===== config.mk =====
export PLATFORM = sky130hd
export DESIGN_NAME = quoted_printable_encoder_core
export DESIGN_NICKNAME = d
export VERILOG_FILES = /design/src/hw/rtl/qpe_pkg.sv /design/src/hw/rtl/qpe_front.sv /design/src/hw/rtl/qpe_queue.sv /design/src/hw/rtl/qpe_back.sv /design/src/hw/rtl/quoted_printable_encoder_core.sv
export SDC_FILE = /design/constraint.sdc
export NUM_CORES = 1
export LEC_CHECK = 0
export ABC_AREA = 1
export BUFFER_PORTS_ARGS = -buffer_cell sky130_fd_sc_hd__buf_4
export CAP_MARGIN = 25
export CORE_MARGIN = 1.5
export CORE_UTILIZATION = 56
export DETAILED_ROUTE_END_ITERATION = 10
export PLACE_DENSITY = 0.77
export SLEW_MARGIN = 20
export SYNTH_ARGS = -nofsm -noshare
export SYNTH_HDL_FRONTEND = slang
export SYNTH_SLANG_ARGS = --single-unit

===== constraint.sdc =====
create_clock -name i_clk -period 4.85 [get_ports i_clk]
set_clock_uncertainty 0.05 [all_clocks]
set_input_delay 1.455 -clock i_clk [delete_from_list [all_inputs] [get_ports i_clk]]
set_output_delay 1.455 -clock i_clk [all_outputs]
set_load 0.1 [all_outputs]

===== src/hw/rtl/qpe_pkg.sv =====
// Shared constants, types and helpers for the quoted-printable encoder.
// No dependencies; imported by every module of the block.
package qpe_pkg;

    localparam int OUT_COUNT_WIDTH  = 16;
    localparam int LINE_COUNT_WIDTH = 12;
    localparam int ENC_LEN          = 3;

    localparam int CAP_LIMIT_W  = 16;
    localparam int LINE_LIMIT_W = 10;
    localparam int CAP_CMP_W    = (OUT_COUNT_WIDTH > CAP_LIMIT_W) ? OUT_COUNT_WIDTH : CAP_LIMIT_W;
    localparam int LINE_CMP_W   = (LINE_COUNT_WIDTH > LINE_LIMIT_W) ? LINE_COUNT_WIDTH
                                                                    : LINE_LIMIT_W;

    localparam int QUEUE_DEPTH = 4;
    localparam int QUEUE_PTR_W = $clog2(QUEUE_DEPTH);

    localparam int CFG_INDEX_W = 2;
    localparam int CFG_DATA_W  = 16;

    localparam logic [CFG_INDEX_W-1:0] REG_LINE_WRAP_ON  = 2'd0;
    localparam logic [CFG_INDEX_W-1:0] REG_MAX_LINE_LEN  = 2'd1;
    localparam logic [CFG_INDEX_W-1:0] REG_LENGTH_CAP_ON = 2'd2;
    localparam logic [CFG_INDEX_W-1:0] REG_MAX_LEN       = 2'd3;

    localparam logic [7:0] CH_EQ   = 8'h3D;
    localparam logic [7:0] CH_CR   = 8'h0D;
    localparam logic [7:0] CH_LF   = 8'h0A;
    localparam logic [7:0] CH_LOW  = 8'd33;
    localparam logic [7:0] CH_HIGH = 8'd126;

    typedef struct packed {
        logic                    line_wrap_on;
        logic [LINE_LIMIT_W-1:0] max_line_len;
        logic                    length_cap_on;
        logic [CAP_LIMIT_W-1:0]  max_len;
    } t_cfg;

    // One classified request on its way to the character sequencer
    typedef struct packed {
        logic [7:0] data;
        logic       marker;
        logic       enc;
        logic       brk;
        logic       stop;
        logic       last;
    } t_desc;

    function automatic logic [7:0] hex_char(input logic [3:0] nib);
        logic [7:0] ch;
        if (nib < 4'd10) begin
            ch = 8'h30 + {4'd0, nib};
        end else begin
            ch = 8'h37 + {4'd0, nib};
        end
        return ch;
    endfunction

endpackage


===== src/hw/rtl/qpe_front.sv =====
// Front end: accepts requests, classifies each byte and keeps the text counters.
// Depends on qpe_pkg; pushes one descriptor per request into qpe_queue.
module qpe_front (
    input  logic           i_clk,
    input  logic           i_rst_n,
    input  qpe_pkg::t_cfg  i_cfg,
    input  logic           i_in_valid,
    output logic           o_in_ready,
    input  logic [7:0]     i_data_byte,
    input  logic           i_text_end,
    input  logic           i_full,
    output logic           o_push,
    output qpe_pkg::t_desc o_desc
);
    import qpe_pkg::*;

    logic [OUT_COUNT_WIDTH-1:0]  r_out_count, n_out_count;
    logic [LINE_COUNT_WIDTH-1:0] r_line_count, n_line_count;
    logic                        r_stopped, n_stopped;

    logic                        accept;
    logic                        enc;
    logic                        stop;
    logic                        brk;
    logic [CAP_LIMIT_W-1:0]      cap_thr;
    logic [LINE_LIMIT_W-1:0]     line_thr;
    logic [OUT_COUNT_WIDTH:0]    oc_sum1, oc_sum2;
    logic [OUT_COUNT_WIDTH-1:0]  oc1, oc2;
    logic [LINE_COUNT_WIDTH:0]   lc_sum;
    logic [LINE_COUNT_WIDTH-1:0] lc_next;

    assign o_in_ready = !i_full;
    assign accept     = i_in_valid && !i_full;

    always_comb begin
        cap_thr  = (i_cfg.max_len >= CAP_LIMIT_W'(ENC_LEN))
                 ? i_cfg.max_len - CAP_LIMIT_W'(ENC_LEN) : '0;
        line_thr = (i_cfg.max_line_len >= LINE_LIMIT_W'(ENC_LEN))
                 ? i_cfg.max_line_len - LINE_LIMIT_W'(ENC_LEN) : '0;

        enc = (i_data_byte < CH_LOW) || (i_data_byte == CH_EQ) || (i_data_byte > CH_HIGH);

        oc_sum1 = {1'b0, r_out_count} + (enc ? (OUT_COUNT_WIDTH+1)'(ENC_LEN)
                                             : (OUT_COUNT_WIDTH+1)'(1));
        oc1     = oc_sum1[OUT_COUNT_WIDTH] ? '1 : oc_sum1[OUT_COUNT_WIDTH-1:0];

        stop = i_cfg.length_cap_on && (CAP_CMP_W'(oc1) >= CAP_CMP_W'(cap_thr));
        brk  = !stop && i_cfg.line_wrap_on
             && (LINE_CMP_W'(r_line_count) >= LINE_CMP_W'(line_thr));

        // soft break characters count towards the total
        oc_sum2 = {1'b0, oc1} + (OUT_COUNT_WIDTH+1)'(ENC_LEN);
        oc2     = oc_sum2[OUT_COUNT_WIDTH] ? '1 : oc_sum2[OUT_COUNT_WIDTH-1:0];

        lc_sum  = {1'b0, r_line_count} + (LINE_COUNT_WIDTH+1)'(ENC_LEN);
        lc_next = lc_sum[LINE_COUNT_WIDTH] ? '1 : lc_sum[LINE_COUNT_WIDTH-1:0];
    end

    always_comb begin
        o_push        = accept;
        o_desc.data   = i_data_byte;
        o_desc.marker = r_stopped;
        o_desc.enc    = enc;
        o_desc.brk    = !r_stopped && brk;
        o_desc.stop   = r_stopped || stop;
        o_desc.last   = i_text_end;

        n_out_count  = r_out_count;
        n_line_count = r_line_count;
        n_stopped    = r_stopped;
        if (accept) begin
            if (!r_stopped) begin
                n_stopped    = stop;
                n_out_count  = brk ? oc2 : oc1;
                n_line_count = brk ? LINE_COUNT_WIDTH'(ENC_LEN) : lc_next;
            end
            // clear for the next text
            if (i_text_end) begin
                n_out_count  = '0;
                n_line_count = '0;
                n_stopped    = 1'b0;
            end
        end
    end

    always_ff @(posedge i_clk) begin
        if (!i_rst_n) begin
            r_out_count  <= '0;
            r_line_count <= '0;
            r_stopped    <= 1'b0;
        end else begin
            r_out_count  <= n_out_count;
            r_line_count <= n_line_count;
            r_stopped    <= n_stopped;
        end
    end

endmodule


===== src/hw/rtl/qpe_queue.sv =====
// Short descriptor queue between the front end and the character sequencer.
// Depends on qpe_pkg for the descriptor type and depth.
module qpe_queue (
    input  logic           i_clk,
    input  logic           i_rst_n,
    input  logic           i_push,
    input  qpe_pkg::t_desc i_desc,
    output logic           o_full,
    input  logic           i_pop,
    output logic           o_valid,
    output qpe_pkg::t_desc o_desc
);
    import qpe_pkg::*;

    t_desc                  r_mem [QUEUE_DEPTH];
    logic [QUEUE_PTR_W-1:0] r_wr_ptr, r_rd_ptr;
    logic [QUEUE_PTR_W:0]   r_count;

    assign o_full  = (r_count == (QUEUE_PTR_W+1)'(QUEUE_DEPTH));
    assign o_valid = (r_count != '0);
    assign o_desc  = r_mem[r_rd_ptr];

    always_ff @(posedge i_clk) begin
        if (i_push) begin
            r_mem[r_wr_ptr] <= i_desc;
        end
    end

    always_ff @(posedge i_clk) begin
        if (!i_rst_n) begin
            r_wr_ptr <= '0;
            r_rd_ptr <= '0;
            r_count  <= '0;
        end else begin
            if (i_push) begin
                r_wr_ptr <= r_wr_ptr + 1'b1;
            end
            if (i_pop) begin
                r_rd_ptr <= r_rd_ptr + 1'b1;
            end
            if (i_push && !i_pop) begin
                r_count <= r_count + 1'b1;
            end else if (!i_push && i_pop) begin
                r_count <= r_count - 1'b1;
            end
        end
    end

endmodule


===== src/hw/rtl/qpe_back.sv =====
// Back end: walks the queue head into the output register, one character per cycle unless stalled.
// Depends on qpe_pkg for the descriptor type, character codes and hex lookup.
module qpe_back (
    input  logic           i_clk,
    input  logic           i_rst_n,
    input  logic           i_q_valid,
    input  qpe_pkg::t_desc i_q_desc,
    output logic           o_q_pop,
    output logic           o_out_valid,
    input  logic           i_out_ready,
    output logic [7:0]     o_out_char,
    output logic           o_char_valid,
    output logic           o_run_last,
    output logic           o_encoded_end,
    output logic           o_was_stopped
);
    import qpe_pkg::*;

    logic [2:0] r_idx;
    logic       r_out_valid;
    logic [7:0] r_out_char;
    logic       r_char_valid, r_run_last, r_encoded_end, r_was_stopped;

    logic [2:0] head_len;
    logic [2:0] n_chars;
    logic [2:0] brk_idx;
    logic       is_last;
    logic       load;
    logic [7:0] ch;

    always_comb begin
        head_len = i_q_desc.enc ? 3'(ENC_LEN) : 3'd1;
        n_chars  = i_q_desc.marker ? 3'd1 : head_len + (i_q_desc.brk ? 3'(ENC_LEN) : 3'd0);
        is_last  = (r_idx == n_chars - 3'd1);
        brk_idx  = r_idx - head_len;
        load     = i_q_valid && (!r_out_valid || i_out_ready);

        if (i_q_desc.marker) begin
            ch = 8'd0;
        end else if (r_idx < head_len) begin
            if (!i_q_desc.enc) begin
                ch = i_q_desc.data;
            end else begin
                case (r_idx)
                    3'd0:    ch = CH_EQ;
                    3'd1:    ch = hex_char(i_q_desc.data[7:4]);
                    default: ch = hex_char(i_q_desc.data[3:0]);
                endcase
            end
        end else begin
            case (brk_idx)
                3'd0:    ch = CH_EQ;
                3'd1:    ch = CH_CR;
                default: ch = CH_LF;
            endcase
        end
    end

    assign o_q_pop = load && is_last;

    always_ff @(posedge i_clk) begin
        if (load) begin
            r_out_char    <= ch;
            r_char_valid  <= !i_q_desc.marker;
            r_run_last    <= is_last;
            r_encoded_end <= is_last && i_q_desc.last;
            r_was_stopped <= i_q_desc.stop;
        end
    end

    always_ff @(posedge i_clk) begin
        if (!i_rst_n) begin
            r_idx       <= '0;
            r_out_valid <= 1'b0;
        end else begin
            if (load) begin
                r_idx       <= is_last ? 3'd0 : r_idx + 3'd1;
                r_out_valid <= 1'b1;
            end else if (i_out_ready) begin
                r_out_valid <= 1'b0;
            end
        end
    end

    assign o_out_valid   = r_out_valid;
    assign o_out_char    = r_out_char;
    assign o_char_valid  = r_char_valid;
    assign o_run_last    = r_run_last;
    assign o_encoded_end = r_encoded_end;
    assign o_was_stopped = r_was_stopped;

endmodule


===== src/hw/rtl/quoted_printable_encoder_core.sv =====
// Quoted-printable encoder top level: configuration registers and the three stages.
// Depends on qpe_pkg, qpe_front, qpe_queue and qpe_back.
//
// Usage:
//   Input channel (i_in_valid / o_in_ready) takes one byte of text per request,
//   with i_text_end on the final byte. Each request yields a run of one to six
//   output characters on the output channel (o_out_valid / i_out_ready); the
//   last character of a run carries o_run_last. A byte dropped after the length
//   cap gives one marker character with o_char_valid low.
//   Configuration channel (i_cfg_valid / o_cfg_ready, always ready) writes a
//   register by index; write only while no request is in flight.
//   An accepted request passes through the descriptor queue and then the output
//   register before its first character appears. The character sequencer drives
//   the single output register with one output character per cycle while the
//   receiver takes them. Requests are taken every cycle while the 4-deep descriptor
//   queue has room, also while a character waits for the receiver.
//   Reset clears counters, queue and output valid, and loads register defaults.
//   When the receiver stalls, the output holds and the queue fills, then
//   o_in_ready drops until space returns.
module quoted_printable_encoder_core (
    input  logic                              i_clk,
    input  logic                              i_rst_n,
    input  logic                              i_cfg_valid,
    output logic                              o_cfg_ready,
    input  logic [qpe_pkg::CFG_INDEX_W-1:0]   i_cfg_index,
    input  logic [qpe_pkg::CFG_DATA_W-1:0]    i_cfg_data,
    input  logic                              i_in_valid,
    output logic                              o_in_ready,
    input  logic [7:0]                        i_data_byte,
    input  logic                              i_text_end,
    output logic                              o_out_valid,
    input  logic                              i_out_ready,
    output logic [7:0]                        o_out_char,
    output logic                              o_char_valid,
    output logic                              o_run_last,
    output logic                              o_encoded_end,
    output logic                              o_was_stopped
);
    import qpe_pkg::*;

    t_cfg  r_cfg;
    logic  q_full, q_push, q_pop, q_valid;
    t_desc push_desc, head_desc;

    assign o_cfg_ready = 1'b1;

    always_ff @(posedge i_clk) begin
        if (!i_rst_n) begin
            r_cfg.line_wrap_on  <= 1'b0;
            r_cfg.max_line_len  <= LINE_LIMIT_W'(76);
            r_cfg.length_cap_on <= 1'b0;
            r_cfg.max_len       <= CAP_LIMIT_W'(65535);
        end else if (i_cfg_valid) begin
            unique case (i_cfg_index)
                REG_LINE_WRAP_ON:  r_cfg.line_wrap_on  <= i_cfg_data[0];
                REG_MAX_LINE_LEN:  r_cfg.max_line_len  <= i_cfg_data[LINE_LIMIT_W-1:0];
                REG_LENGTH_CAP_ON: r_cfg.length_cap_on <= i_cfg_data[0];
                REG_MAX_LEN:       r_cfg.max_len       <= i_cfg_data[CAP_LIMIT_W-1:0];
                default: ;
            endcase
        end
    end

    qpe_front u_front (
        .i_clk       (i_clk),
        .i_rst_n     (i_rst_n),
        .i_cfg       (r_cfg),
        .i_in_valid  (i_in_valid),
        .o_in_ready  (o_in_ready),
        .i_data_byte (i_data_byte),
        .i_text_end  (i_text_end),
        .i_full      (q_full),
        .o_push      (q_push),
        .o_desc      (push_desc)
    );

    qpe_queue u_queue (
        .i_clk   (i_clk),
        .i_rst_n (i_rst_n),
        .i_push  (q_push),
        .i_desc  (push_desc),
        .o_full  (q_full),
        .i_pop   (q_pop),
        .o_valid (q_valid),
        .o_desc  (head_desc)
    );

    qpe_back u_back (
        .i_clk         (i_clk),
        .i_rst_n       (i_rst_n),
        .i_q_valid     (q_valid),
        .i_q_desc      (head_desc),
        .o_q_pop       (q_pop),
        .o_out_valid   (o_out_valid),
        .i_out_ready   (i_out_ready),
        .o_out_char    (o_out_char),
        .o_char_valid  (o_char_valid),
        .o_run_last    (o_run_last),
        .o_encoded_end (o_encoded_end),
        .o_was_stopped (o_was_stopped)
    );

endmodule


Word-level counts from Yosys, hierarchy flattened
Memory sizes are Yosys's and may differ from the RTL's. A register that Yosys moved wholly into a read port is not among the register bits. Index checks and enable logic that the tools add are counted.

Memories: 1. Bits in registers: 80. RAM bits: 52.

Multiplexer cells: 32. Add/subtract/negate cells: 17. Equal/unequal tests: 9. Magnitude comparators: 9. Reduce and logical (&&, ||, !) cells: 32.

Memory list: u_queue.r_mem (words 4, bits a word 13, rd ports 1, clocked after Yosys merged registers in 1, wr ports 1, line qpe_queue.sv:15) `t_desc r_mem [QUEUE_DEPTH];`.

Operators by type and width (number): $mux W16 (6); $mux W12 (4); $mux W8 (4); $add A6 B4 Y7 const A (4); $add A16 B17 Y17 (1); $add A16 B2 Y17 const B (1); $ge A16 B16 Y1 (1); $ge A16 B2 Y1 const B (1); $pmux W8 S2 (1); $sub A16 B2 Y16 const B (1); $add A12 B2 Y13 const B (1); $ge A12 B10 Y1 (1); $mux W3 (4); $pmux W6 S2 (1); $ge A10 B2 Y1 const B (1); $logic_and A1 B1 Y1 (10); $mux W10 (1); $mux W2 (5); $reduce_and A2 Y1 (5); $sub A10 B2 Y10 const B (1); $eq A8 B6 Y1 const B (1); $gt A8 B7 Y1 const B (1); $lt A4 B4 Y1 const B (2); $lt A8 B6 Y1 const B (1); other kinds (19) (40).

Depth between registers and ports, before layout
Word-level depth: 14. Gate-level depth with buffers: 30. Depth with buffers taken out: 29.

Modules after synthesis
Synthesis repeated with hierarchy kept, for this count alone.

Cell total of the unflattened synthesis: 1176. Area total of the unflattened synthesis: 8609.5 um^2.

Modules (own cells, without submodules): qpe_front (times used 1, cells each 683, area each 3901.2 um^2); qpe_queue (times used 1, cells each 185, area each 2421.1 um^2); qpe_back (times used 1, cells each 160, area each 1201.2 um^2); quoted_printable_encoder_core (times used 1, cells each 148, area each 1086.0 um^2).

Least setup slack after synthesis
OpenSTA, ideal clock, no wires.

Kind: input -> register. From: input i_data_byte[1]. To: register u_front.r_out_count[3]. Path slack: 179 ps. Arrival time: 4553 ps. Stages on the path: 26. Path through: inv_1 > o22ai_1 > o21ai_0 > a21o_1 > fa_1 > nand2_2 > nor2_4 > nand2_2 > inv_2 > nand2_4 > buf_6 > nand3_1 > ha_1 > nand4_1 > nor2_1 > nand2_1 > inv_1 > nand2_1 > nand2_1 > nand2_1 > nand2_1 > clkbuf_1 > o21ai_0 > nand3b_2 > nand2_1 > a21oi_2.

RTL lines: start: declaration (line quoted_printable_encoder_core.sv:29) `input logic [7:0] i_data_byte,`; end signal: assignment (line qpe_front.sv:92) `r_out_count <= n_out_count;`; end: declaration (line qpe_front.sv:17) `logic [OUT_COUNT_WIDTH-1:0] r_out_count, n_out_count;`.

==> key figures <==
Outcome
  – Outcome: finished, final reports clean

Synth
  – Cell Area, Synth: 8075 µm²
  – Synth Register Bits: 134
  – Post-synth EDFFs: 64
  – Seq/Total Area, Yosys: 0.4115
  – Top_reg_cell synth: dfxtp_1
  – Syn Inst Count: 1083
  – Most frequent cells after synthesis: 297 x nand2_1, 133 x inv_1, 97 x nand3_1, 97 x nor2_1, 70 x dfxtp_1
  – Synth top area share: 0.2380
  – Post-synth top area cell: edfxtp_1
  – Asr flop ratio synth: 0
  – YS warnings: 0
  – Post-Syn Nets: 1160
  – Most frequent cell after synthesis: nand2_1
  – Mean Syn Cell Area: 7.456 µm²
  – Ranking of synthesized cells by area: edfxtp_1 24%, dfxtp_1 17%, nand2_1 14%, ha_1 6.7%, inv_1 6.2%
  – Synth cell types: 48

Power
  – P_int: 2451 µW
  – P_sw: 1641 µW
  – Switch share: 0.4010
  – Worst IR Drop VDD: 432.1 µV
  – Clk pwr share: 0.300
  – Power per standard cell area: 430.2 nW/µm²
  – Share of total power in sequential cells: 0.353
  – Combinational share of power: 0.348
  – Pleak: 0.004331 µW

STA
  – Setup violators final: 0
  – Fin. Hold Viols: 0
  – Fmax: 217.5 MHz
  – Post-layout minimum cycle time: 4.598 ns
  – Fin crit share: 0.9481
  – Pin slew with the least headroom to its limit: 0.9063 ns
  – Worst slew margin: 0.3911
  – Final Max Slew Viols: 0
  – Setup TNS: 0 ns
  – RSZ-0062 raised after global routing: true

CTS
  – CTS Buffer Depth: 2
  – Root buffer cell: clkbuf_16
  – H-tree depth: 4
  – Post-CTS Hold Fix Bufs: 0
  – TritonCTS Buffers: 17
  – # clock sinks: 134
  – CTS tree: built
  – Skew-Pair Late Insertion Delay: 0.43 ns
  – Register clock-pin slew on the reported worst setup and hold paths: 0.06 ns

Floorplanning
  – Core footprint: 13990 µm²
  – Starting density of the core: 0.5773
  – Row cnt: 43
  – Die area: 15150 µm²
  – Io pins: 47
  – Die Wd: 123.1 µm
  – Die height: 123.1 µm

Critical path
  – Reg2Reg Depth: 17
  – Top delay family on crit path: simple AND/OR/NAND/NOR gates
  – CP bufs+invs: 5
  – Worst stage delay on the critical path: 0.26 ns
  – Worst Path Required: 5.11 ns
  – R2R Setup Slk: 0.97 ns
  – Crit. End Element: flip-flop
  – Most used cell, CP: nand2_1
  – Startpoint types: input pin
  – Slowest CP cell: fa_2
  – Worst reg2reg path endpoint: u_queue.r_count[2]
  – Critical path type: in -> reg
  – Crit Path Max Fanout: 16
  – Crit path DAT: 4.86 ns

Layout
  – # nets final: 1249
  – Share of cells above drive strength 1: 0.1477
  – Filler cell count in the final layout: 1148
  – Area Growth Syn to Fin: 17.77%
  – Ant. Diodes: 0
  – Fin util: 0.6799

Hold path
  – Hold Crit Start: u_queue.r_rd_ptr[1]
  – HP Class: reg -> reg
  – Hold Path Depth: 2
  – Endpoint, Worst Hold: u_queue.r_rd_ptr[1]

Drt
  – Antenna viol nets, final: 0
  – WL per Instance: 14.07 µm
  – Final WL: 19.21 mm
  – Total number of vias: 7519
  – First-pass iteration count of the detailed router: 6
  – # DRC: 0
  – Drt initial violations: 661
  – Vias/cell: 5.508

GRT
  – First-pass GRT wire length: 31.21 mm
  – Grt ovf: 0
  – Total track usage: 0.2649
  – Vias in the first global route: 6755
  – Largest net degree at the start of global routing: 37
  – Initial antenna violation count: 0

Place
  – Hpwl dp: 13.63 mm
  – Final Wtd Congestion: 0.9398
  – # port buffers: 45

Run
  – Maximum Capacitance Violations: 0
## power by group through the flow
stage / Sequential [µW] / Combinational (µW) / Clock, µW
floorplan: 1860 / 632 / 0
global placement: 1460 / 1350 / 0
detailed placement: 1460 / 1380 / 0
CTS: 1440 / 1410 / 1230
global route: 1460 / 1540 / 1280
finish: 1440 / 1420 / 1230
## worst max path at each step
stage	end	slack [ns]	cells after the start	startpoint
final	u_front.r_out_count[3]	0.25	29	i_data_byte[2]
after global routing	u_front.r_out_count[4]	-0.02	29	i_data_byte[2]
after CTS	u_front.r_out_count[3]	0.08	24	i_data_byte[2]
after detailed placement	u_front.r_line_count[10]	-0.44	24	i_data_byte[2]
after global placement	u_front.r_line_count[10]	-0.40	24	i_data_byte[2]
after floorplan	u_front.r_out_count[3]	0.18	26	i_data_byte[1]
## tightest hold or removal path, cell delays in order, from the launching register on
cell	delay (ns)
dfxtp_1	0.31
inv_1	0.05
a21oi_1	0.07
## cell type report
class,count,area (µm²),area share
multi-input combinational,788,4163,0.4377
clock buffer,21,471.7,0.04960
sequential,134,3323,0.3494
timing repair buffer,97,735.7,0.07736
clock inverter,11,88.84,0.009341
inverter,134,503.0,0.05289
tap,180,225.2,0.02368
## metrics by stage
step	cells	setup slack [ns]	hold slack [ns]	total power (µW)	cell area, µm²
after floorplan	1083	0.1789	0.3831	2490	8075
after global placement	1327	-0.3974	0.3957	2815	8870
after detailed placement	1328	-0.4373	0.4113	2848	8885
after CTS	1360	0.07608	0.4220	4082	9454
after global routing	1365	-0.01984	0.4394	4275	9510
final	1365	0.2518	0.4233	4092	9510
## logic make-up after synthesis
group           Yosys count  synth area share
fa+ha+maj                45           0.07158
other cells               1         0.0004644
flops                   134            0.4115
compound gates          157            0.1097
buf+inv                 161           0.07763
xor+xnor                 17           0.01844
simple gates            568            0.3107
## what timing repair did
action | CTS | global route
endpoints found under the setup margin | 1 | 31
buffers inserted | 0 | 4
pin swaps | 0 | 3
resized for setup | 1 | 7
cloned | 0 | 0
## routing by layer
| layer | part of all wire | wire length, µm | GRT usage |
|---|---|---|---|
| met1 | 0.45 | 8691 | 0.3654 |
| met2 | 0.46 | 8898 | 0.4184 |
| met3 | 0.068 | 1309 | 0.05812 |
| met4 | 0.016 | 307 | 0.08118 |
| met5 | 0 | 0 | 0 |
## cell usage in the layout (no fill, tap or decap), types with 11 or more instances in the layout
| master | n |
|---|---|
| inv_1 | 133 |
| ha_1 | 43 |
| o21ai_0 | 52 |
| nor3_1 | 13 |
| edfxtp_1 | 64 |
| nand2_1 | 295 |
| nand3_1 | 96 |
| or2_2 | 12 |
| a21oi_1 | 67 |
| nor2_1 | 97 |
| buf_4 | 96 |
| clkbuf_16 | 18 |
| xor2_1 | 11 |
| nand4_1 | 16 |
| dfxtp_1 | 70 |
## state kept, by name, indices dropped and copies added (netlist names), named ones only
name and flops:
u_queue.r_mem 52, r_cfg 28, u_front.r_out_count 16, u_front.r_line_count 12, u_back.o_out_char 8, u_back.r_idx 3, u_queue.r_count 3, u_queue.r_rd_ptr 2
u_queue.r_wr_ptr 2, u_back.o_char_valid 1, u_back.o_encoded_end 1, u_back.o_out_valid 1, u_back.o_run_last 1, u_back.o_was_stopped 1, u_front.r_stopped 1
No activity file was read; power rests on OpenSTA's default activity.
